**config.mk**
```make
export PLATFORM = sky130hd
export DESIGN_NAME = dtmf_digit_vote_validator_core_flat
export DESIGN_NICKNAME = d
export VERILOG_FILES = /design/src/rtl/dvv_pkg.sv /design/src/rtl/dvv_ifs.sv /design/src/rtl/dvv_out_buf.sv /design/src/rtl/dtmf_digit_vote_validator_core.sv /design/src/flat_wrapper.sv
export SDC_FILE = /design/constraint.sdc
export NUM_CORES = 1
export LEC_CHECK = 0
export BUFFER_PORTS_ARGS = -buffer_cell sky130_fd_sc_hd__clkbuf_2
export CAP_MARGIN = 20
export CORE_ASPECT_RATIO = 1.2
export CORE_MARGIN = 1
export CORE_UTILIZATION = 40
export CTS_BUF_LIST = sky130_fd_sc_hd__clkbuf_8
export DETAILED_ROUTE_END_ITERATION = 8
export HOLD_SLACK_MARGIN = 0.12
export PLACE_DENSITY = 0.54
export SYNTH_ARGS = -nofsm -noshare
export SYNTH_HDL_FRONTEND = slang
export SYNTH_SLANG_ARGS = --single-unit
```
**constraint.sdc**
```tcl
create_clock -name clk -period 13.85 [get_ports clk]
set_clock_uncertainty 0.15 [all_clocks]
set_input_delay 2.77 -clock clk [delete_from_list [all_inputs] [get_ports clk]]
set_output_delay 2.77 -clock clk [all_outputs]
set_load 0.005 [all_outputs]
```
**src/rtl/dvv_pkg.sv**
```systemverilog
// ----------------------------------------------------------------------------
// dvv_pkg
// Shared types and constants for the DTMF digit vote validator.
// ----------------------------------------------------------------------------
package dvv_pkg;

  localparam int unsigned NUM_KEYS    = 12;
  localparam int unsigned NUM_SYMBOLS = NUM_KEYS + 1;
  localparam int unsigned CODE_W      = 4;
  localparam int unsigned COUNT_W     = 4;

  typedef logic [CODE_W-1:0]  code_t;
  typedef logic [COUNT_W-1:0] count_t;

  localparam code_t  SYM_NONE  = code_t'(0);
  localparam count_t COUNT_MAX = '1;

  typedef struct packed {
    logic  new_key;
    code_t key_code;
  } result_t;

  // keys map to themselves, everything else to the no-tone symbol
  function automatic code_t symbol_of(input code_t code);
    if (code >= code_t'(1) && code <= code_t'(NUM_KEYS)) begin
      return code;
    end
    return SYM_NONE;
  endfunction

endpackage

```
**src/rtl/dvv_ifs.sv**
```systemverilog
// ----------------------------------------------------------------------------
// dvv_code_if / dvv_key_if
// Valid/ready channels carrying detector codes in and validated keys out.
// ----------------------------------------------------------------------------
interface dvv_code_if;
  logic           valid;
  logic           ready;
  dvv_pkg::code_t detected_code;

  modport source (output valid, output detected_code, input ready);
  modport sink   (input valid, input detected_code, output ready);
endinterface

interface dvv_key_if;
  logic           valid;
  logic           ready;
  logic           new_key;
  dvv_pkg::code_t key_code;

  modport source (output valid, output new_key, output key_code, input ready);
  modport sink   (input valid, input new_key, input key_code, output ready);
endinterface

```
**src/rtl/dvv_out_buf.sv**
```systemverilog
// ----------------------------------------------------------------------------
// dvv_out_buf
// Result register with a skid stage; takes a new result while one is stalled.
// ----------------------------------------------------------------------------
module dvv_out_buf (
  input  logic              clk,
  input  logic              rst,
  input  logic              push,
  input  dvv_pkg::result_t  push_data,
  output logic              push_ready,
  dvv_key_if.source         keys
);

  logic             out_valid;
  dvv_pkg::result_t out_data;
  logic             skid_valid;
  dvv_pkg::result_t skid_data;

  assign push_ready    = ~skid_valid;
  assign keys.valid    = out_valid;
  assign keys.new_key  = out_data.new_key;
  assign keys.key_code = out_data.key_code;

  always_ff @(posedge clk) begin
    if (rst) begin
      out_valid  <= 1'b0;
      skid_valid <= 1'b0;
    end else if (~out_valid | keys.ready) begin
      if (skid_valid) begin
        out_valid  <= 1'b1;
        out_data   <= skid_data;
        skid_valid <= 1'b0;
      end else begin
        out_valid <= push;
        out_data  <= push_data;
      end
    end else if (push) begin
      skid_valid <= 1'b1;
      skid_data  <= push_data;
    end
  end

  a_skid_needs_out: assert property (@(posedge clk) disable iff (rst)
    skid_valid |-> out_valid) else $error("skid holds data with empty output");

  a_push_when_ready: assert property (@(posedge clk) disable iff (rst)
    push |-> push_ready) else $error("result pushed into full buffer");

  a_skid_drains: assert property (@(posedge clk) disable iff (rst)
    skid_valid && keys.ready |=> !skid_valid && out_valid)
    else $error("skid did not move to output");

endmodule

```
**src/rtl/dtmf_digit_vote_validator_core.sv**
```systemverilog
// ----------------------------------------------------------------------------
// dtmf_digit_vote_validator_core
// Majority-vote validator for per-frame DTMF key codes.
// Accepts one code per cycle while the result buffer is ready.
// Results are registered; counts update by one evict and one insert.
// A two-entry result buffer keeps input open while one result is stalled.
// Reset: ring all no-tone, no-tone count WINDOW, disarmed, threshold ceil(0.7*WINDOW).
// ----------------------------------------------------------------------------
module dtmf_digit_vote_validator_core #(
  parameter int unsigned WINDOW = 15
) (
  input  logic           clk,
  input  logic           rst,
  input  logic           cfg_wr_en,
  input  dvv_pkg::code_t cfg_wr_data,
  dvv_code_if.sink       codes,
  dvv_key_if.source      keys
);

  localparam int unsigned SLOT_W     = (WINDOW > 1) ? $clog2(WINDOW) : 1;
  localparam int unsigned THR_RESET  = (WINDOW * 7 + 9) / 10;
  localparam logic [SLOT_W-1:0] SLOT_LAST = SLOT_W'(WINDOW - 1);

  dvv_pkg::count_t  vote_threshold;
  dvv_pkg::code_t   code_ring [WINDOW];
  logic [SLOT_W-1:0] write_slot;
  dvv_pkg::count_t  symbol_counts      [dvv_pkg::NUM_SYMBOLS];
  dvv_pkg::count_t  symbol_counts_next [dvv_pkg::NUM_SYMBOLS];
  logic             armed;
  logic             armed_next;

  logic             accept;
  logic             buf_ready;
  dvv_pkg::code_t   old_sym;
  dvv_pkg::code_t   new_sym;
  dvv_pkg::code_t   winner;
  dvv_pkg::result_t result;

  assign accept      = codes.valid & buf_ready;
  assign codes.ready = buf_ready;
  assign old_sym     = code_ring[write_slot];
  assign new_sym     = dvv_pkg::symbol_of(codes.detected_code);

  always_comb begin
    dvv_pkg::count_t mid;
    for (int s = 0; s < dvv_pkg::NUM_SYMBOLS; s++) begin
      mid = symbol_counts[s];
      if (old_sym == dvv_pkg::code_t'(s) && mid != '0) begin
        mid = mid - dvv_pkg::count_t'(1);
      end
      if (new_sym == dvv_pkg::code_t'(s) && mid != dvv_pkg::COUNT_MAX) begin
        mid = mid + dvv_pkg::count_t'(1);
      end
      symbol_counts_next[s] = mid;
    end
  end

  always_comb begin
    winner = dvv_pkg::SYM_NONE;
    if (armed) begin
      for (int k = dvv_pkg::NUM_KEYS; k >= 1; k--) begin
        if (symbol_counts_next[k] >= vote_threshold) begin
          winner = dvv_pkg::code_t'(k);
        end
      end
    end
    armed_next = armed & (winner == dvv_pkg::SYM_NONE);
    if (symbol_counts_next[0] >= vote_threshold) begin
      armed_next = 1'b1;
    end
    result.new_key  = (winner != dvv_pkg::SYM_NONE);
    result.key_code = winner;
  end

  always_ff @(posedge clk) begin
    if (rst) begin
      vote_threshold <= dvv_pkg::count_t'(THR_RESET);
    end else if (cfg_wr_en) begin
      vote_threshold <= cfg_wr_data;
    end
  end

  always_ff @(posedge clk) begin
    if (rst) begin
      for (int i = 0; i < WINDOW; i++) begin
        code_ring[i] <= dvv_pkg::SYM_NONE;
      end
      for (int s = 0; s < dvv_pkg::NUM_SYMBOLS; s++) begin
        symbol_counts[s] <= '0;
      end
      symbol_counts[0] <= dvv_pkg::count_t'(WINDOW);
      write_slot       <= '0;
      armed            <= 1'b0;
    end else if (accept) begin
      code_ring[write_slot] <= new_sym;
      symbol_counts         <= symbol_counts_next;
      write_slot            <= (write_slot == SLOT_LAST) ? '0 : write_slot + SLOT_W'(1);
      armed                 <= armed_next;
    end
  end

  dvv_out_buf u_out_buf (
    .clk        (clk),
    .rst        (rst),
    .push       (accept),
    .push_data  (result),
    .push_ready (buf_ready),
    .keys       (keys)
  );

  logic [7:0] count_total;
  always_comb begin
    count_total = '0;
    for (int s = 0; s < dvv_pkg::NUM_SYMBOLS; s++) begin
      count_total = count_total + 8'(symbol_counts[s]);
    end
  end

  a_count_total: assert property (@(posedge clk) disable iff (rst)
    count_total == 8'(WINDOW)) else $error("symbol counts do not sum to window");

  a_slot_range: assert property (@(posedge clk) disable iff (rst)
    write_slot <= SLOT_LAST) else $error("write slot out of range");

  a_key_needs_arm: assert property (@(posedge clk) disable iff (rst)
    accept && result.new_key |-> armed) else $error("key reported while disarmed");

  a_key_disarms: assert property (@(posedge clk) disable iff (rst)
    accept && result.new_key && symbol_counts_next[0] < vote_threshold |=> !armed)
    else $error("key report did not disarm");

endmodule

```
**src/flat_wrapper.sv**
```systemverilog
// flat-port wrapper written by rule: the top's interface ports become plain ports
module dtmf_digit_vote_validator_core_flat 
#(
  parameter int unsigned WINDOW = 15
)
  (clk, rst, cfg_wr_en, cfg_wr_data, codes_valid, codes_detected_code, codes_ready, keys_valid, keys_new_key, keys_key_code, keys_ready);
  dvv_code_if codes_i ();
  dvv_key_if keys_i ();
  input  logic clk;
  input  logic rst;
  input  logic cfg_wr_en;
  input  dvv_pkg::code_t cfg_wr_data;
  input wire logic [$bits(codes_i.valid)-1:0] codes_valid;
  input wire logic [$bits(codes_i.detected_code)-1:0] codes_detected_code;
  output wire logic [$bits(codes_i.ready)-1:0] codes_ready;
  output wire logic [$bits(keys_i.valid)-1:0] keys_valid;
  output wire logic [$bits(keys_i.new_key)-1:0] keys_new_key;
  output wire logic [$bits(keys_i.key_code)-1:0] keys_key_code;
  input wire logic [$bits(keys_i.ready)-1:0] keys_ready;
  assign codes_i.valid = codes_valid;
  assign codes_i.detected_code = codes_detected_code;
  assign codes_ready = codes_i.ready;
  assign keys_valid = keys_i.valid;
  assign keys_new_key = keys_i.new_key;
  assign keys_key_code = keys_i.key_code;
  assign keys_i.ready = keys_ready;
  dtmf_digit_vote_validator_core #(.WINDOW(WINDOW)) u_core (.clk(clk), .rst(rst), .cfg_wr_en(cfg_wr_en), .cfg_wr_data(cfg_wr_data), .codes(codes_i), .keys(keys_i));
endmodule
```
==> results of run 1 <==
## layer usage
| metal | up-vias | global-route usage | wire length (microns) |
|---|---|---|---|
| li1 | 3989 | - | - |
| met1 | 3798 | 0.239 | 11100 |
| met2 | 94 | 0.379 | 12900 |
| met3 | 33 | 0.0282 | 656 |
| met4 | 0 | 0.0699 | 639 |
| met5 | - | 0 | 0 |
## worst max-delay path: cells and delay by family, from the launching register on
family,cells,cell delay [ns]
AO/OA/AOI/OAI,8,1.59
flip-flops,1,0.50
multiplexers,3,1.19
adder cells (fa/ha/maj),2,0.52
AND/OR/NAND/NOR,9,2.11
buffers and inverters,1,0.21
## final cells by class
| class | count | area [sq um] |
|---|---|---|
| inverters | 48 | 180 |
| clock buffers | 17 | 234 |
| well taps | 320 | 400 |
| flip-flops and latches | 141 | 3560 |
| clock inverters | 15 | 175 |
| multi-input cells | 876 | 5990 |
| repair buffers | 24 | 153 |
| fillers | 2439 | 13500 |
## how the worst max path moves through the flow
stage	to
2_1_floorplan	u_core.u_out_buf.keys.new_key$_DFFE_PP_
3_3_place_gp	u_core.armed$_SDFFE_PP0P_
3_5_place_dp	u_core.armed$_SDFFE_PP0P_
4_1_cts	u_core.armed$_SDFFE_PP0P_
5_1_grt	u_core.armed$_SDFFE_PP0P_
6_report	u_core.armed$_SDFFE_PP0P_
## flip-flops by register name, summed over array words and instances, names as in the netlist, named ones only
name / flops
u_core.vote_threshold: 4
u_core.code_ring: 64
u_core.armed: 1
u_core.symbol_counts: 52
u_core.u_out_buf.keys.new_key: 1
u_core.u_out_buf.keys.key_code: 4
u_core.u_out_buf.skid_valid: 1
u_core.u_out_buf.keys.valid: 1
u_core.write_slot: 4
u_core.u_out_buf.skid_data: 5
## power by group
part	internal [mW]	total, mW	switching, mW
sequential	0.456	0.470	0.0138
combinational	0.0802	0.205	0.124
clock	0.137	0.344	0.207
total	0.674	1.02	0.345
## kinds of logic after synthesis
logic type / after synthesis / share of synthesized area
and+or+nand+nor: 465 / 0.219
muxes: 88 / 0.113
DFF: 141 / 0.358
AOI/OAI and AO/OA: 205 / 0.136
adders and majority gates: 78 / 0.0979
buffers and inverters: 103 / 0.0418
xor gates and xnor gates: 40 / 0.0352
## cells in the mapped netlist, types with 7 or more instances
| master | instances | area [sq um] |
|---|---|---|
| sky130_fd_sc_hd__a211oi_1 | 21 | 158 |
| sky130_fd_sc_hd__a21o_1 | 28 | 210 |
| sky130_fd_sc_hd__a21oi_1 | 68 | 340 |
| sky130_fd_sc_hd__a31oi_1 | 9 | 56.3 |
| sky130_fd_sc_hd__and2_1 | 10 | 62.6 |
| sky130_fd_sc_hd__and3_1 | 15 | 93.8 |
| sky130_fd_sc_hd__buf_1 | 9 | 33.8 |
| sky130_fd_sc_hd__clkbuf_1 | 39 | 146 |
| sky130_fd_sc_hd__dfxtp_1 | 67 | 1340 |
| sky130_fd_sc_hd__edfxtp_1 | 74 | 2220 |
| sky130_fd_sc_hd__ha_1 | 78 | 976 |
| sky130_fd_sc_hd__inv_1 | 48 | 180 |
| sky130_fd_sc_hd__mux2_2 | 31 | 349 |
| sky130_fd_sc_hd__mux2i_1 | 40 | 400 |
| sky130_fd_sc_hd__mux4_2 | 16 | 360 |
| sky130_fd_sc_hd__nand2_1 | 129 | 484 |
| sky130_fd_sc_hd__nand2b_1 | 18 | 113 |
| sky130_fd_sc_hd__nand3_1 | 29 | 145 |
| sky130_fd_sc_hd__nand4_1 | 15 | 93.8 |
| sky130_fd_sc_hd__nor2_1 | 156 | 586 |
| sky130_fd_sc_hd__nor2b_1 | 23 | 144 |
| sky130_fd_sc_hd__nor3_1 | 26 | 130 |
| sky130_fd_sc_hd__nor3b_1 | 7 | 52.6 |
| sky130_fd_sc_hd__o211ai_1 | 10 | 75.1 |
| sky130_fd_sc_hd__o21ai_0 | 32 | 160 |
| sky130_fd_sc_hd__or3_1 | 16 | 100 |
| sky130_fd_sc_hd__xnor2_1 | 39 | 342 |
## layout by cell type (no fill, tap or decap), types with 29 or more instances in the layout
cell                       Yosys  layout
sky130_fd_sc_hd__nand2_1     129     128
sky130_fd_sc_hd__mux2_2       31      31
sky130_fd_sc_hd__inv_1        48      48
sky130_fd_sc_hd__nor2_1      156     156
sky130_fd_sc_hd__edfxtp_1     74      74
sky130_fd_sc_hd__nand3_1      29      29
sky130_fd_sc_hd__a21oi_1      68      68
sky130_fd_sc_hd__dfxtp_1      67      67
sky130_fd_sc_hd__ha_1         78      78
sky130_fd_sc_hd__o21ai_0      32      32
sky130_fd_sc_hd__xnor2_1      39      39
sky130_fd_sc_hd__mux2i_1      40      40
==> results.cfg, run 1 <==
[detailed_routing]
drc = 0
drt-pass1-iter-count = 4
drt-total-wl_mm = 25.3
post_drt_wl_per_cell_microns = 17.6
final_antenna_net_count = 0
route.vias.total = 7914
detail_route.iter0.violations = 389
drt_via_density = 5.49

[worst_setup_path]
critPathMaxStageDelay_ns = 0.53
worstSetupStartpointType = register
crit_path_top_delay_cell = sky130_fd_sc_hd__mux4_2
arrival_ns = 6.62
rr_worst_depth = 23
crit_path_max_fanout = 14
timing.critical_path.cells = buf_16, mux4_2, a22oi_2, nand3_1, nor2_1, nand2_1, nor2_1, mux2i_1, ha_1, nand2_1, or4_1, nand4_1, mux2_2, ha_1, a21o_1, a21o_1, a21oi_1, nand2_1, a31oi_1, o21ai_0, o21a_1, a221oi_1, nor2_1
regToRegSetupSlack_ns = 7.43
worst-endpoint-required_ns = 14.05
worst_setup_path_end_kind = register
setup_cp_type = reg -> reg
worst_r2r_endpoint = u_core.armed$_SDFFE_PP0P_

[final_layout]
area_delta_synth_final_pct = 7.38
antenna_cells = 0
final_layout_size_suffix_gt1_frac = 0.112
finalInstanceArea_sq_mm = 0.0107
post_layout_nonfiller_instances = 1441
post-route-util = 0.442
net_count_of_the_finished_layout = 1199

[hold_path]
min_delay_worst_endpoint = u_core.symbol_counts[17]$_SDFFE_PP0P_
timing.hold.worst_path_depth = 2
worst_min_path_class = reg -> reg
min_from = u_core.symbol_counts[17]$_SDFFE_PP0P_

[grt]
vias_in_the_first_global_route = 7708
global_route_wire_length_before_repair_mm = 40.4
grt_max_degree = 80
antenna_found_initial = 0
groute.usage.overall = 0.204
globalRoute.totalOverflow = 0

[place]
routabilityCongestion = 0.816
io_buffers = 19
hpwl_mm = 17.8
place_area_sq_mm = 0.0103
dp.cells = 1408
place_ws_ns = 6.97

[floorplanning]
floorplan.initialDensity = 0.412
core_region_area_sq_mm = 0.0242
core.rowCount = 62
die_y_microns = 175
num_io_pins = 20
dieArea_sq_mm = 0.0255
fp.dieW_microns = 146

[synthesis]
synth_warnings = 0
synthesis.instances = 1120
ys_seq_area_frac = 0.358
synth_async_sr_flop_share = 0
synth.distinct_cells = 63
syn_avg_cell_area_sq_um = 8.90
mapped_cell_area_sq_mm = 0.00996
postSynthRegisterBits = 141
synth_ff_type = sky130_fd_sc_hd__edfxtp_1
synth_edf_count = 74
synthesis.nets = 1211

[power]
total_power_mw = 1.02
power.static_leakage_nw = 4.37
p_per_area_mw_per_mm2 = 95.2
peakVddDrop_v = 0.0000578

[timing]
post_route_minimum_period_ns = 6.42
hold_viol = 0
fmax_mhz = 156
hold_ws_ns = 0.367
timing.max_slew.rel_slack = 0.328
final_critical_path_setup_slack_ns = 7.43
min_period_over_period = 0.464
setup-violations-final = 0
pins_over_slew_limit = 0
setup_tns_ns = 0
worst_slew_pin_slew_ns = 0.995
rsz0062_at_grt = no

[outcome]
run_status = finished clean

[cts]
postCtsHoldBufs = 0
cts-root-buf = sky130_fd_sc_hd__clkbuf_8
number_of_levels_in_the_clock_h_tree = 4
clock_sinks = 141
tritoncts = yes
numCtsBuffers = 17
clock_insertion_delay_worst_skew_ns = 0.48
clkTransAtPathRegs_ns = 0.10
post_cts_repair_resize_count = 0
clock_tree.buffer_depth = 2
post-cts-setup-buffers = 0

[run]
max_cap_viol_count = 0
No activity file was read; power rests on OpenSTA's default activity.
==> run 2, diff against run 1 <==
--- a/config.mk
+++ b/config.mk
@@ -13,7 +13,7 @@
 export CTS_BUF_LIST = sky130_fd_sc_hd__clkbuf_8
 export DETAILED_ROUTE_END_ITERATION = 8
 export HOLD_SLACK_MARGIN = 0.12
-export PLACE_DENSITY = 0.54
+export PLACE_DENSITY = 0.56
 export SYNTH_ARGS = -nofsm -noshare
 export SYNTH_HDL_FRONTEND = slang
 export SYNTH_SLANG_ARGS = --single-unit
==> constraint.sdc (replaced) <==
create_clock -name clk -period 5.9 [get_ports clk]
set_clock_uncertainty 0.15 [all_clocks]
set_input_delay 1.18 -clock clk [delete_from_list [all_inputs] [get_ports clk]]
set_output_delay 1.18 -clock clk [all_outputs]
set_load 0.005 [all_outputs]
==> results.cfg, run 2 (same netlist as run 1, synthesis figures left out) <==
[power]
switchingPower_mw = 0.808
p_seq_frac = 0.450
power_share_of_the_clock_group = 0.344
combinational_cell_fraction_of_total_power = 0.206
sw_frac_of_total = 0.329
peakVddDrop_v = 0.000144
power_report.internal_total_mw = 1.65
p_per_area_mw_per_mm2 = 223
power.static_leakage_nw = 4.54

[final_layout]
reg_area_sq_mm = 0.00356
net_count_of_the_finished_layout = 1231
finalInstanceArea_sq_mm = 0.0110
largest-register = u_core.code_ring
max_ffs_per_register = 64
multiInputGateArea_sq_mm = 0.00606
final_layout_size_suffix_gt1_frac = 0.147
antenna_cells = 0
post-route-util = 0.456
commonest_cells_after_routing_fill_and_taps_aside = sky130_fd_sc_hd__nor2_1 (155), sky130_fd_sc_hd__nand2_1 (128), sky130_fd_sc_hd__ha_1 (77)
layout.filler_cells = 2372
biggestRegsByFlops = u_core.code_ring (64), u_core.symbol_counts (52), u_core.u_out_buf.skid_data (5)
area_delta_synth_final_pct = 10.6
final_common_cell = sky130_fd_sc_hd__nor2_1

[detailed_routing]
post_drt_wl_per_cell_microns = 17.1
drc = 0
route.vias.total = 8044
detail_route.iter0.violations = 418
drt_via_density = 5.46
drt-pass1-iter-count = 6
drt-total-wl_mm = 25.2
final_antenna_net_count = 0

[grt]
grt_max_degree = 80
globalRoute.totalOverflow = 0
antenna_found_initial = 0
groute.usage.overall = 0.205
global_route_wire_length_before_repair_mm = 40.7
vias_in_the_first_global_route = 7742

[cts]
tritoncts = yes
numCtsBuffers = 17
cts-root-buf = sky130_fd_sc_hd__clkbuf_8
clock_insertion_delay_worst_skew_ns = 0.47
clkTransAtPathRegs_ns = 0.10
clock_sinks = 141
clock_tree.buffer_depth = 2
number_of_levels_in_the_clock_h_tree = 4

[timing]
setup-violations-final = 0
hold_ws_ns = 0.357
min_period_over_period = 0.957
timing.max_slew.rel_slack = 0.357
worst_slew_pin_slew_ns = 0.964
pins_over_slew_limit = 0
rsz0062_at_grt = yes
post_route_minimum_period_ns = 5.65
hold_viol = 0
fmax_mhz = 177

[worst_setup_path]
worst_setup_path_end_kind = register
worstSetupStartpointType = register
crit_path_max_fanout = 16
setup_cp_type = reg -> reg
arrival_ns = 5.70
worst-endpoint-required_ns = 5.95

[floorplanning]
fp.dieW_microns = 146
die_y_microns = 175
core_region_area_sq_mm = 0.0242
floorplan.initialDensity = 0.412
num_io_pins = 20
core.rowCount = 62
dieArea_sq_mm = 0.0255

[hold_path]
worst_min_path_class = reg -> reg
min_from = u_core.vote_threshold[2]$_SDFFE_PP0P_

[outcome]
run_status = finished clean

[run]
max_cap_viol_count = 0

[place]
io_buffers = 19
hpwl_mm = 17.9
place_area_sq_mm = 0.0105
routabilityCongestion = 0.856
[run 2: changes by cell type in the layout (fill, tap and decap cells not counted), sizes merged]
cell,previous run,this run
inv,55,54
clkinvlp,1,2
buf,5,37
bufinv,0,1
clkinv,7,6
[run 2: worst paths after layout]
kind                                              to  slack [ns]  depth (start not counted)
min            u_core.vote_threshold[2]$_SDFFE_PP0P_        0.36                          2
max reg2reg  u_core.u_out_buf.keys.new_key$_DFFE_PP_        0.25                         21
min reg2reg    u_core.vote_threshold[2]$_SDFFE_PP0P_        0.36                          2
max          u_core.u_out_buf.keys.new_key$_DFFE_PP_        0.25                         21
[run 2: power by group through the flow]
stage               registers, mW  clock network (mW)  logic (mW)
floorplan                    1.11                   0       0.368
global placement             1.13                   0       0.485
detailed placement           1.13                   0       0.490
CTS                          1.10               0.857       0.493
global route                 1.11               0.902       0.568
finish                       1.10               0.845       0.507
[run 2: per-stage QoR]
step	TNS [ns]	setup slack, ns	instances	power, mW
after floorplan	0	0.528	1120	1.48
after global placement	0	0.284	1434	1.61
after detailed placement	0	0.214	1434	1.62
after CTS	0	0.189	1466	2.45
after global routing	-0.0241	-0.0241	1473	2.58
final	0	0.252	1473	2.46
[run 2: metal layers]
layer  up-vias  track usage  routed length (microns)
met3        37       0.0266                      713
met5         -            0                        0
met2       151        0.373                    12900
li1       4056            -                        -
met4         0       0.0816                      626
met1      3800        0.243                    10900
[run 2: final cells by class]
| cell class | instances | area share |
|---|---|---|
| Clock buffer | 17 | 0.0212 |
| Clock inverter | 15 | 0.0186 |
| Inverter | 48 | 0.0163 |
| Multi-Input combinational cell | 876 | 0.549 |
| Sequential cell | 141 | 0.323 |
| Tap cell | 320 | 0.0363 |
| Timing Repair Buffer | 56 | 0.0350 |
[run 2: critical path, stage by stage (launching register included)]
cell and delay [ns]:
sky130_fd_sc_hd__dfxtp_1 0.34, sky130_fd_sc_hd__buf_12 0.16, sky130_fd_sc_hd__buf_4 0.14, sky130_fd_sc_hd__mux4_2 0.34, sky130_fd_sc_hd__nand3_1 0.11, sky130_fd_sc_hd__and3_2 0.31, sky130_fd_sc_hd__nor4_1 0.30, sky130_fd_sc_hd__buf_4 0.19
sky130_fd_sc_hd__a21boi_1 0.32, sky130_fd_sc_hd__a21oi_1 0.16, sky130_fd_sc_hd__ha_1 0.27, sky130_fd_sc_hd__a31oi_2 0.29, sky130_fd_sc_hd__mux2_2 0.38, sky130_fd_sc_hd__ha_1 0.29, sky130_fd_sc_hd__a21o_1 0.15, sky130_fd_sc_hd__a21o_1 0.21
sky130_fd_sc_hd__a21o_1 0.20, sky130_fd_sc_hd__or2_2 0.30, sky130_fd_sc_hd__nor3b_1 0.29, sky130_fd_sc_hd__nor2b_1 0.18, sky130_fd_sc_hd__o21a_1 0.19, sky130_fd_sc_hd__a31oi_1 0.10
[run 2: what timing repair did]
item	CTS	global route
hold endpoints to repair	0	0
resized for setup	0	15
endpoints found under the setup margin	0	9
hold buffers	0	0
buffers inserted	0	7
==> run 3, diff against run 2 <==
--- a/config.mk
+++ b/config.mk
@@ -16,4 +16,6 @@
 export PLACE_DENSITY = 0.56
 export SYNTH_ARGS = -nofsm -noshare
 export SYNTH_HDL_FRONTEND = slang
+export SYNTH_HIERARCHICAL = 1
 export SYNTH_SLANG_ARGS = --single-unit
+export TNS_END_PERCENT = 20
==> results.cfg, run 3 <==
[floorplanning]
floorplan.initialDensity = 0.412
core.rowCount = 64
die_y_microns = 180
core_region_area_sq_mm = 0.0258
num_io_pins = 20
fp.dieW_microns = 151
dieArea_sq_mm = 0.0272

[synthesis]
synth_edf_count = 74
synthesis.nets = 1284
synth.distinct_cells = 77
yosys.cell_count.top_type = sky130_fd_sc_hd__nor2_1
postSynthRegisterBits = 141
synth_area_leader_cell = sky130_fd_sc_hd__edfxtp_1
synth.area.top_cells = sky130_fd_sc_hd__edfxtp_1 (21%), sky130_fd_sc_hd__dfxtp_1 (13%), sky130_fd_sc_hd__ha_1 (9.2%)
yosys-top-cells-count = sky130_fd_sc_hd__nor2_1 (164), sky130_fd_sc_hd__nand2_1 (122), sky130_fd_sc_hd__a21oi_1 (78), sky130_fd_sc_hd__ha_1 (78), sky130_fd_sc_hd__edfxtp_1 (74)
syn_avg_cell_area_sq_um = 8.90
yosys.area.top_type_share = 0.209
synth_ff_type = sky130_fd_sc_hd__edfxtp_1
synth_warnings = 6
synthesis.instances = 1193
ys_seq_area_frac = 0.336
synth_async_sr_flop_share = 0
mapped_cell_area_sq_mm = 0.0106

[timing]
timing.max_slew.rel_slack = 0.242
rsz0062_at_grt = yes
min_period_over_period = 0.972
fmax_mhz = 174
hold_viol = 0
hold_ws_ns = 0.396
post_route_minimum_period_ns = 5.74
setup-violations-final = 0
pins_over_slew_limit = 0
final_critical_path_setup_slack_ns = 0.162
worst_slew_pin_slew_ns = 1.14

[detailed_routing]
drt-total-wl_mm = 28.7
drt_via_density = 5.56
post_drt_wl_per_cell_microns = 17.8
drt-pass1-iter-count = 5
drc = 0
route.vias.total = 8978
detail_route.iter0.violations = 470
final_antenna_net_count = 0

[cts]
clock_tree.buffer_depth = 2
number_of_levels_in_the_clock_h_tree = 4
cts-root-buf = sky130_fd_sc_hd__clkbuf_8
clock_insertion_delay_worst_skew_ns = 0.50
numCtsBuffers = 17
clock_sinks = 141
postCtsHoldBufs = 0
tritoncts = yes
clkTransAtPathRegs_ns = 0.10

[place]
place_ws_ns = -0.224
routabilityCongestion = 0.828
hpwl_mm = 20.8
dp.cells = 1580
io_buffers = 19
place_area_sq_mm = 0.0117

[grt]
globalRoute.totalOverflow = 0
global_route_wire_length_before_repair_mm = 46.5
grt_max_degree = 47
vias_in_the_first_global_route = 8788
groute.usage.overall = 0.222
antenna_found_initial = 1

[final_layout]
final_layout_size_suffix_gt1_frac = 0.203
commonest_cells_after_routing_fill_and_taps_aside = sky130_fd_sc_hd__nor2_1 (164), sky130_fd_sc_hd__nand2_1 (121), sky130_fd_sc_hd__buf_4 (110)
post_layout_nonfiller_instances = 1614
largest-register = u_core/code_ring
max_ffs_per_register = 64
biggestRegsByFlops = u_core/code_ring (64), u_core/symbol_counts (52), u_core/u_out_buf/skid_data (5)
antenna_cells = 0
finalInstanceArea_sq_mm = 0.0122
final_common_cell = sky130_fd_sc_hd__nor2_1
layout.filler_cells = 2514
net_count_of_the_finished_layout = 1362
area_delta_synth_final_pct = 14.9

[worst_setup_path]
setup_cp_type = reg -> reg
arrival_ns = 5.84
regToRegSetupSlack_ns = 0.16
worst-endpoint-required_ns = 6.01
worstSetupStartpointType = register
rr_worst_depth = 21
crit_path_max_fanout = 4
critPathCapture = u_core/u_out_buf/keys.new_key$_DFFE_PP_
worst_r2r_endpoint = u_core/u_out_buf/keys.new_key$_DFFE_PP_
worst_setup_path_end_kind = register

[power]
total_power_mw = 2.50
peakVddDrop_v = 0.000215
power.static_leakage_nw = 5.27
p_per_area_mw_per_mm2 = 205

[run]
max_cap_viol_count = 0

[hold_path]
worst_min_path_class = reg -> reg

[outcome]
run_status = finished clean
run 3: metrics by stage:
step,TNS (ns),util
after floorplan,0,-
after global placement,-0.0475,0.452
after detailed placement,-0.264,0.452
after CTS,0,0.470
after global routing,-0.0971,0.473
final,0,0.473
run 3: cell families after synthesis:
group                      synth area share
DFF                                   0.336
and+or+nand+nor                       0.208
AOI/OAI and AO/OA                     0.175
muxes                                 0.108
xor gates and xnor gates             0.0330
buffers and inverters                0.0490
adders and majority gates            0.0919
run 3: routing by layer:
layer	GRT usage	routed length, microns	part of all wire	up-vias
met5	0	0	0	-
met4	0.0684	601	0.021	0
met3	0.0316	1020	0.035	45
met2	0.382	14100	0.49	196
met1	0.284	13000	0.45	4265
li1	-	-	-	4472
run 3: cell type report:
| cell class | count | area (sq um) | share of cell area |
|---|---|---|---|
| tap | 330 | 413 | 0.0339 |
| sequential | 141 | 3570 | 0.293 |
| clock buffer | 17 | 234 | 0.0192 |
| multi-input combinational | 925 | 6630 | 0.543 |
| timing repair buffer | 131 | 952 | 0.0781 |
| clock inverter | 15 | 195 | 0.0160 |
| inverter | 55 | 206 | 0.0169 |
run 3: how the worst min path moves through the flow:
stage	cells after the start	from	slack, ns	end
2_1_floorplan	2	u_core/vote_threshold[2]$_SDFFE_PP0P_	0.31	u_core/vote_threshold[2]$_SDFFE_PP0P_
3_3_place_gp	2	u_core/vote_threshold[2]$_SDFFE_PP0P_	0.35	u_core/vote_threshold[2]$_SDFFE_PP0P_
3_5_place_dp	2	u_core/vote_threshold[2]$_SDFFE_PP0P_	0.36	u_core/vote_threshold[2]$_SDFFE_PP0P_
4_1_cts	2	u_core/symbol_counts[8]$_SDFFE_PP0P_	0.39	u_core/symbol_counts[8]$_SDFFE_PP0P_
5_1_grt	2	u_core/vote_threshold[2]$_SDFFE_PP0P_	0.41	u_core/vote_threshold[2]$_SDFFE_PP0P_
6_report	2	u_core/symbol_counts[8]$_SDFFE_PP0P_	0.40	u_core/symbol_counts[8]$_SDFFE_PP0P_
run 3: power breakdown:
group | switching [mW] | leakage [nW] | internal, mW | total (mW)
sequential | 0.0367 | 1.30 | 1.07 | 1.11
combinational | 0.320 | 3.76 | 0.246 | 0.566
clock | 0.499 | 0.210 | 0.329 | 0.828
total | 0.856 | 5.27 | 1.64 | 2.50
run 3: critical path: stages (launching register included):
cell	delay, ns
sky130_fd_sc_hd__dfxtp_4	0.39
sky130_fd_sc_hd__mux4_1	0.55
sky130_fd_sc_hd__mux2_2	0.31
sky130_fd_sc_hd__a2111oi_4	0.33
sky130_fd_sc_hd__nor2_1	0.10
sky130_fd_sc_hd__a311oi_2	0.21
sky130_fd_sc_hd__buf_4	0.16
sky130_fd_sc_hd__mux2i_2	0.23
sky130_fd_sc_hd__ha_2	0.21
sky130_fd_sc_hd__nand2_1	0.05
sky130_fd_sc_hd__or4_1	0.50
sky130_fd_sc_hd__nand4_1	0.16
sky130_fd_sc_hd__mux2_2	0.37
sky130_fd_sc_hd__ha_1	0.28
sky130_fd_sc_hd__a21o_1	0.16
sky130_fd_sc_hd__a21o_1	0.18
sky130_fd_sc_hd__a21oi_2	0.17
sky130_fd_sc_hd__and2_1	0.18
sky130_fd_sc_hd__nand3_2	0.11
sky130_fd_sc_hd__o41ai_4	0.25
sky130_fd_sc_hd__o211ai_1	0.16
sky130_fd_sc_hd__mux2_4	0.29
run 3: timing repair:
item                       in CTS  in global routing
pin swaps                       3                  3
gates resized for setup         8                 19
setup endpoints to repair       2                  9
setup buffers                   1                  1
gates cloned                    0                  0
